[config.mk]
export PLATFORM = sky130hd
export DESIGN_NAME = mf3_res_fifo
export DESIGN_NICKNAME = d
export VERILOG_FILES = /design/src/sv/mf3_pkg.sv /design/src/sv/mf3_res_fifo.sv
export SDC_FILE = /design/constraint.sdc
export NUM_CORES = 1
export LEC_CHECK = 0
export BUFFER_PORTS_ARGS = -buffer_cell sky130_fd_sc_hd__buf_4
export CAP_MARGIN = 25
export CORE_ASPECT_RATIO = 0.75
export CORE_MARGIN = 2
export CORE_UTILIZATION = 40
export DETAILED_ROUTE_END_ITERATION = 7
export GPL_ROUTABILITY_DRIVEN = 0
export SLEW_MARGIN = 5
export SYNTH_ARGS = -nofsm -noshare
export SYNTH_HDL_FRONTEND = slang
export SYNTH_SLANG_ARGS = --single-unit
[constraint.sdc]
create_clock -name clk -period 1.7 [get_ports clk]
set_clock_uncertainty 0.1 [all_clocks]
set_input_delay 0.255 -clock clk [delete_from_list [all_inputs] [get_ports clk]]
set_output_delay 0.255 -clock clk [all_outputs]
set_load 0.005 [all_outputs]
[src/sv/mf3_pkg.sv]
// Shared types, constants and comparator functions for the 3x3 median filter.
// No dependencies; every other file of the block imports this package.
package mf3_pkg;

	localparam int PIX_W = 8;
	localparam int POS_W = 10;
	localparam int CFG_W = 11;
	localparam int CFG_IDX_W = 1;

	localparam int DEF_MAX_WIDTH = 1024;
	localparam int DEF_MAX_HEIGHT = 1024;
	localparam int RESET_WIDTH = 720;
	localparam int RESET_HEIGHT = 480;
	localparam int MIN_SIZE = 3;
	localparam int FIFO_DEPTH = 4;

	typedef enum logic [CFG_IDX_W-1:0] {
		CFG_FRAME_WIDTH  = 1'b0,
		CFG_FRAME_HEIGHT = 1'b1
	} cfg_idx_t;

	typedef logic [PIX_W-1:0] pix_t;

	typedef struct packed {
		pix_t lo;
		pix_t mid;
		pix_t hi;
	} column_t;

	typedef struct packed {
		pix_t             median_value;
		logic [POS_W-1:0] out_row;
		logic [POS_W-1:0] out_col;
		logic             last_of_frame;
	} result_t;

	function automatic pix_t pix_min(input pix_t a, input pix_t b);
		return (a < b) ? a : b;
	endfunction

	function automatic pix_t pix_max(input pix_t a, input pix_t b);
		return (a > b) ? a : b;
	endfunction

	function automatic pix_t pix_mid3(input pix_t a, input pix_t b, input pix_t c);
		return pix_max(pix_min(a, b), pix_min(pix_max(a, b), c));
	endfunction

	function automatic column_t sort3(input pix_t a, input pix_t b, input pix_t c);
		column_t s;
		s.lo  = pix_min(a, pix_min(b, c));
		s.mid = pix_mid3(a, b, c);
		s.hi  = pix_max(a, pix_max(b, c));
		return s;
	endfunction

	function automatic logic [31:0] clamp_size(input logic [31:0] v, input logic [31:0] maxv);
		logic [31:0] r;
		if (v < 32'(MIN_SIZE)) begin
			r = 32'(MIN_SIZE);
		end else if (v > maxv) begin
			r = maxv;
		end else begin
			r = v;
		end
		return r;
	endfunction

endpackage

[src/sv/mf3_res_fifo.sv]
// Small result queue that decouples the filter pipeline from the output receiver.
// Uses result_t from mf3_pkg.
module mf3_res_fifo import mf3_pkg::*; #(
	parameter int DEPTH = FIFO_DEPTH
) (
	input  logic                       clk,
	input  logic                       arst_n,
	input  logic                       push,
	input  result_t                    push_data,
	input  logic                       pop,
	output logic                       not_empty,
	output result_t                    head,
	output logic [$clog2(DEPTH+1)-1:0] count
);

	localparam int PW = $clog2(DEPTH);
	localparam int CNW = $clog2(DEPTH + 1);

	result_t         entries_q [DEPTH];
	logic [PW-1:0]   wr_ptr_q;
	logic [PW-1:0]   rd_ptr_q;
	logic [CNW-1:0]  count_q;

	always_ff @(posedge clk) begin
		if (push) begin
			entries_q[wr_ptr_q] <= push_data;
		end
	end

	always_ff @(posedge clk or negedge arst_n) begin
		if (!arst_n) begin
			wr_ptr_q <= '0;
			rd_ptr_q <= '0;
			count_q  <= '0;
		end else begin
			if (push) begin
				wr_ptr_q <= (wr_ptr_q == PW'(DEPTH - 1)) ? '0 : wr_ptr_q + 1'b1;
			end
			if (pop) begin
				rd_ptr_q <= (rd_ptr_q == PW'(DEPTH - 1)) ? '0 : rd_ptr_q + 1'b1;
			end
			if (push && !pop) begin
				count_q <= count_q + 1'b1;
			end else if (pop && !push) begin
				count_q <= count_q - 1'b1;
			end
		end
	end

	assign not_empty = (count_q != '0);
	assign head      = entries_q[rd_ptr_q];
	assign count     = count_q;

endmodule

==> results of run 1 <==
## metal layers
| layer | routed length, µm | share of wire (%) |
|---|---|---|
| met1 | 3870 | 47 |
| met2 | 4000 | 48 |
| met3 | 360 | 4.3 |
| met4 | 71 | 0.85 |
| met5 | 0 | 0 |
## cells in the mapped netlist (2+ instances only)
library cell	count
edfxtp_1	116
mux4_2	28
dfrtp_1	7
ha_1	6
and2_1	4
inv_1	4
buf_6	3
buf_2	2
mux2_2	2
nand2_1	2
nor2_1	2
o21ai_0	2
xor2_1	2
## critical path, cell delays in order, from the launching register on
cell and delay (ns):
dfrtp_2 0.38, buf_12 0.14, buf_12 0.14, mux4_2 0.52, buf_6 0.14
## worst min-delay path by stage
stage / from / endpoint / slack, ns / cells past startpoint
6_report: pop / rd_ptr_q[1] / 0.02 / 2
5_1_grt: pop / rd_ptr_q[1] / 0.01 / 2
4_1_cts: push / wr_ptr_q[1] / 0.003 / 3
3_5_place_dp: arst_n / count[2] / -0.02 / 1
3_3_place_gp: arst_n / count[2] / -0.02 / 1
2_1_floorplan: arst_n / count[0] / -0.14 / 0
## cells in the final DEF (no fill, tap or decap)
cell type / netlist / routed
a21o_1: 1 / 1
and2_2: 0 / 2
and2_4: 0 / 2
buf_12: 0 / 9
buf_16: 0 / 1
buf_4: 0 / 45
buf_6: 3 / 30
bufinv_16: 0 / 2
clkbuf_16: 0 / 18
clkinv_1: 0 / 1
clkinv_2: 0 / 3
clkinv_4: 0 / 3
clkinvlp_4: 0 / 5
dfrtp_1: 7 / 5
dfrtp_2: 0 / 2
dlygate4sd3_1: 0 / 31
edfxtp_1: 116 / 116
fa_1: 1 / 1
ha_1: 6 / 6
inv_1: 4 / 4
inv_6: 0 / 1
mux2_2: 2 / 2
mux4_2: 28 / 29
nand2_1: 2 / 2
nor2_1: 2 / 2
nor3_1: 1 / 1
o21ai_0: 2 / 2
or3_1: 1 / 1
xnor2_1: 1 / 1
xor2_1: 2 / 2
## cells by family after synthesis
logic type | synth area share (%)
buffers and inverters | 1.36
and+or+nand+nor | 1.12
AOI/OAI and AO/OA | 0.382
muxes | 14.8
DFF | 79.7
adders and majority gates | 2.07
xor gates and xnor gates | 0.572
## metrics by stage
stage	area (µm²)	hold WS, ns	setup slack [ns]
6_report	6520	0.0178	-0.386
5_1_grt	6520	0.00989	-0.440
4_1_cts	6480	0.00264	-0.424
3_5_place_dp	5430	-0.0215	0.00295
3_3_place_gp	5430	-0.0208	0.0160
2_1_floorplan	4600	-0.141	0.170
## flip-flops by register name, indices dropped and copies added, names as in the netlist
register,cells
entries_q,116
count,3
rd_ptr_q,2
wr_ptr_q,2
## power by group
part	leakage [nW]	total (mW)	switching (mW)	internal, mW
Combinational	0.940	3.50	1.36	2.15
Clock	0.269	3.40	1.26	2.15
Sequential	1.15	4.06	0.151	3.91
## timing repair
item,in CTS,in global routing
pin swaps,0,0
endpoints found under the hold margin,125,0
buffers inserted,3,1
gates cloned,1,1
endpoints found under the setup margin,30,61
gates resized for setup,30,5
hold buffers,31,0
## final cells by class
type	instances	area, µm²	share of cell area (%)
inverters	4	15.0	0.230
repair buffers	117	1220	18.7
flip-flops and latches	123	3660	56.2
clock buffers	17	425	6.52
well taps	140	175	2.69
clock inverters	15	151	2.32
multi-input cells	54	873	13.4
==> out/results.txt, run 1 <==
Final Util: 58.9%
Global Route met1 Usage: 20.7%
htree depth: 4
WL final: 8310 µm
CTS clk-pin slew, worst paths: 0.05 ns
dominant synthesized flop cell: edfxtp_1
Slew @ Worst Pin: 0.443 ns
Syn Area/Cell: 24.5 µm²
Die ar.: 0.0124 mm²
clock sinks: 123
top cells by area, synth: edfxtp_1, mux4_2, dfrtp_1
DRT iter0 DRCs: 199
vias per cell: 4.86
Worst slew margin: 70.5%
Post-Place Cells: 401
Power, Total: 11.0 mW
CP Data Required Time: 1.34 ns
1st-pass router iterations: 4
area grow syn2layout: 42.0%
busiest grt layer: met2
RR Startpoint: wr_ptr_q[0]
CP Max Fanout: 7
clock tree buffer depth: 2
Tmin final: 2.09 ns
number of enable flip-flop cells after synthesis: 116
number of global-route vias before repair: 2401
FF-to-FF End: entries_q[2][5]
CP Capture Type: output pin
ys async rst share: 5.69%
layout cells sized above 1: 46.7%
WS Path Type: flop to output pin
Worst Setup SP: rd_ptr_q[0]
initial antenna violation count: 0
CTS tree: done
critical path launch point type: flop
maxcap violations: 0
status: finished with violations
R2R setup slack: 0.11 ns
Final Non-Filler Cells: 470
Core ar.: 0.0111 mm²
area leader, netlist: edfxtp_1
clock root cell: clkbuf_16
GR Layer Usage met3: 5.48%
largest net degree at the start of global routing: 30
Mapped Area: 0.00459 mm²
Power Density: 1680 mW/mm²
final hold vios: 0
Detail Route Antenna Nets: 0
Row Count: 33
failing checks: negative setup slack
RSZ-0062 raised after global routing: yes
clock latency on the worst-skew pair: 0.40 ns
R2R depth: 5
Warnings, synthesis: 0
I/O Buffers: 65
Layout Nets: 357
Critical Path AT: 1.73 ns
chip width: 128 µm
register area share after synthesis: 79.7%
Total Routing Usage GR: 14.6%
Final HPWL DP: 4880 µm
io pins: 66
Worst VDD drop: 0.961 mV
GRT overflow: 0
die height: 96.8 µm
hold crit path type: input port to flop
wire per inst: 17.7 µm
CTS Buf Count: 17
P_leak: 2.35 nW
post-synth net total: 227
Fillers: 817
area fraction of the dominant cell type after synthesis: 75.9%
via count: 2282
Syn Inst Count: 187
fmax: 0.479 GHz
Critical Path Sink: head[24]
initial core utilization: 41.5%
# DRC: 0
met2 usage: 20.9%
fin worst setup slack: -0.386 ns
#FFs+latches synth: 123
diodes inserted: 0
first-pass GRT wire length: 13200 µm
number of distinct library cells after synthesis: 20
fin. max-slew vios: 0
Final Cycle Share: 123%
Sum Neg Setup Slack: -10.47 ns
final setup fails: 29
(Power assumes the default switching activity.)
==> run 2: changes to the inputs <==
--- a/config.mk
+++ b/config.mk
@@ -5,12 +5,13 @@
 export SDC_FILE = /design/constraint.sdc
 export NUM_CORES = 1
 export LEC_CHECK = 0
-export BUFFER_PORTS_ARGS = -buffer_cell sky130_fd_sc_hd__buf_4
 export CAP_MARGIN = 25
 export CORE_ASPECT_RATIO = 0.75
 export CORE_MARGIN = 2
 export CORE_UTILIZATION = 40
+export CTS_BUF_LIST = sky130_fd_sc_hd__clkbuf_4 sky130_fd_sc_hd__clkbuf_8
 export DETAILED_ROUTE_END_ITERATION = 7
+export DONT_BUFFER_PORTS = 1
 export GPL_ROUTABILITY_DRIVEN = 0
 export SLEW_MARGIN = 5
 export SYNTH_ARGS = -nofsm -noshare
==> run 2 against run 1 <==
Net effect: the run still ends with negative setup slack left; critical path type unchanged; total power fell by 16%; via count fell by 11%; global-route usage fell by 0.47 points.
==> out/results.txt, run 2 (same netlist as run 1, synthesis figures left out) <==
CP Max Fanout: 7
hold crit path type: input port to flop
Critical Path Sink: head[7]
first-pass GRT wire length: 12400 µm
Biggest register: entries_q
FF-to-FF End: rd_ptr_q[1]
initial antenna violation count: 0
HP Start: push
CTS Buf Count: 17
max reg flops: 116
DRT iter0 DRCs: 161
Die ar.: 0.0124 mm²
Final HPWL DP: 4870 µm
layout cells sized above 1: 32.7%
final setup fails: 29
initial core utilization: 41.5%
clock tree buffer depth: 2
I/O Buffers: 0
fmax: 0.507 GHz
R2R setup slack: 0.15 ns
Critical Path AT: 1.62 ns
delay-heaviest family, CP: multiplexers
WL final: 8020 µm
via count: 2038
cell at the slowest stage of the critical path: mux4_2
Detail Route Antenna Nets: 0
CP max stage delay: 0.55 ns
Final Cycle Share: 116%
Layout Nets: 294
largest net degree at the start of global routing: 28
CP Capture Type: output pin
CP Data Required Time: 1.34 ns
diodes inserted: 0
Worst VDD drop: 0.579 mV
final hold vios: 0
worst hold path depth: 1
Total Routing Usage GR: 14.1%
worst-path cell chain: buf_6 > buf_12 > mux4_2
vias per cell: 5.02
Worst Setup SP: rd_ptr_q[0]
fin worst setup slack: -0.271 ns
Worst slew margin: 77.4%
Levels on crit path: 3
# DRC: 0
fin. max-slew vios: 0
clock sinks: 123
P_leak: 1.97 nW
io pins: 66
WS Path Type: flop to output pin
Power, Total: 9.23 mW
RR Startpoint: rd_ptr_q[0]
number of global-route vias before repair: 2170
maxcap violations: 0
area grow syn2layout: 25.5%
Row Count: 33
chip width: 128 µm
critical path launch point type: flop
clock latency on the worst-skew pair: 0.42 ns
clock root cell: clkbuf_8
RSZ-0062 raised after global routing: yes
Core ar.: 0.0111 mm²
Buf/Inv on CP: 2
Tmin final: 1.97 ns
GRT overflow: 0
most common cell after layout, fill and taps aside: edfxtp_1
status: finished with violations
die height: 96.8 µm
failing checks: negative setup slack
CTS tree: done
Slew @ Worst Pin: 0.337 ns
Power Density: 1600 mW/mm²
wire per inst: 19.7 µm
CTS clk-pin slew, worst paths: 0.06 ns
1st-pass router iterations: 4
R2R depth: 5
most frequent cells in the layout: edfxtp_1, dlygate4sd3_1, mux4_2
htree depth: 4
Sum Neg Setup Slack: -6.78 ns
-- run 2: cell count changes in the layout (fill, tap and decap cells not counted), moves of 3 or more --
cell,previous run,this run
buf_6,30,5
bufinv_16,2,5
clkbuf_8,0,17
clkbuf_16,18,0
buf_4,45,9
clkbuf_4,0,3
clkinvlp_4,5,0
clkinv_4,3,0
clkinv_1,1,4
-- run 2: metrics by stage --
| stage | instances | setup slack, ns | utilization, % | instance area, µm² | hold slack, ns |
|---|---|---|---|---|---|
| after floorplan | 187 | 0.170 | - | 4600 | -0.141 |
| after global placement | 334 | 0.0560 | 44.3 | 4900 | -0.140 |
| after detailed placement | 334 | 0.0470 | 44.3 | 4900 | -0.140 |
| after CTS | 404 | -0.303 | 51.9 | 5740 | 0.0165 |
| after global routing | 406 | -0.355 | 52.0 | 5760 | 0.0154 |
| final | 406 | -0.271 | 52.0 | 5760 | 0.0401 |
-- run 2: power breakdown --
part / leakage [nW] / switching (mW) / internal, mW
Clock: 0.221 / 1.03 / 1.76
Combinational: 0.598 / 1.12 / 1.25
Sequential: 1.15 / 0.181 / 3.90
Total: 1.97 / 2.32 / 6.91
-- run 2: worst min path at each step --
stage,end,slack [ns]
finish,entries_q[2][25],0.04
global route,entries_q[2][24],0.02
CTS,entries_q[2][24],0.02
detailed placement,count[2],-0.14
global placement,count[2],-0.14
floorplan,count[0],-0.14
-- run 2: per-layer routing --
layer | share of wire [%] | global-route usage (%) | vias to the layer above
li1 | - | - | 914
met2 | 47 | 20.8 | 61
met3 | 6.3 | 6.75 | 14
met4 | 1.4 | 4.82 | 0
met5 | 0 | 0 | -
met1 | 45 | 18.4 | 1049
-- run 2: area by class of cell --
cell class / count / area [µm²]
sequential: 123 / 3660
tap: 140 / 175
fill: 873 / 5310
inverter: 4 / 15.0
clock buffer: 20 / 256
multi-input combinational: 54 / 873
clock inverter: 11 / 175
timing repair buffer: 54 / 604
-- run 2: repair_timing --
action | CTS | global route
pin swaps | 0 | 1
endpoints found under the setup margin | 29 | 30
cloned | 1 | 0
hold buffers | 32 | 0
buffers inserted | 6 | 3
hold endpoints to repair | 128 | 0
resized for setup | 8 | 8
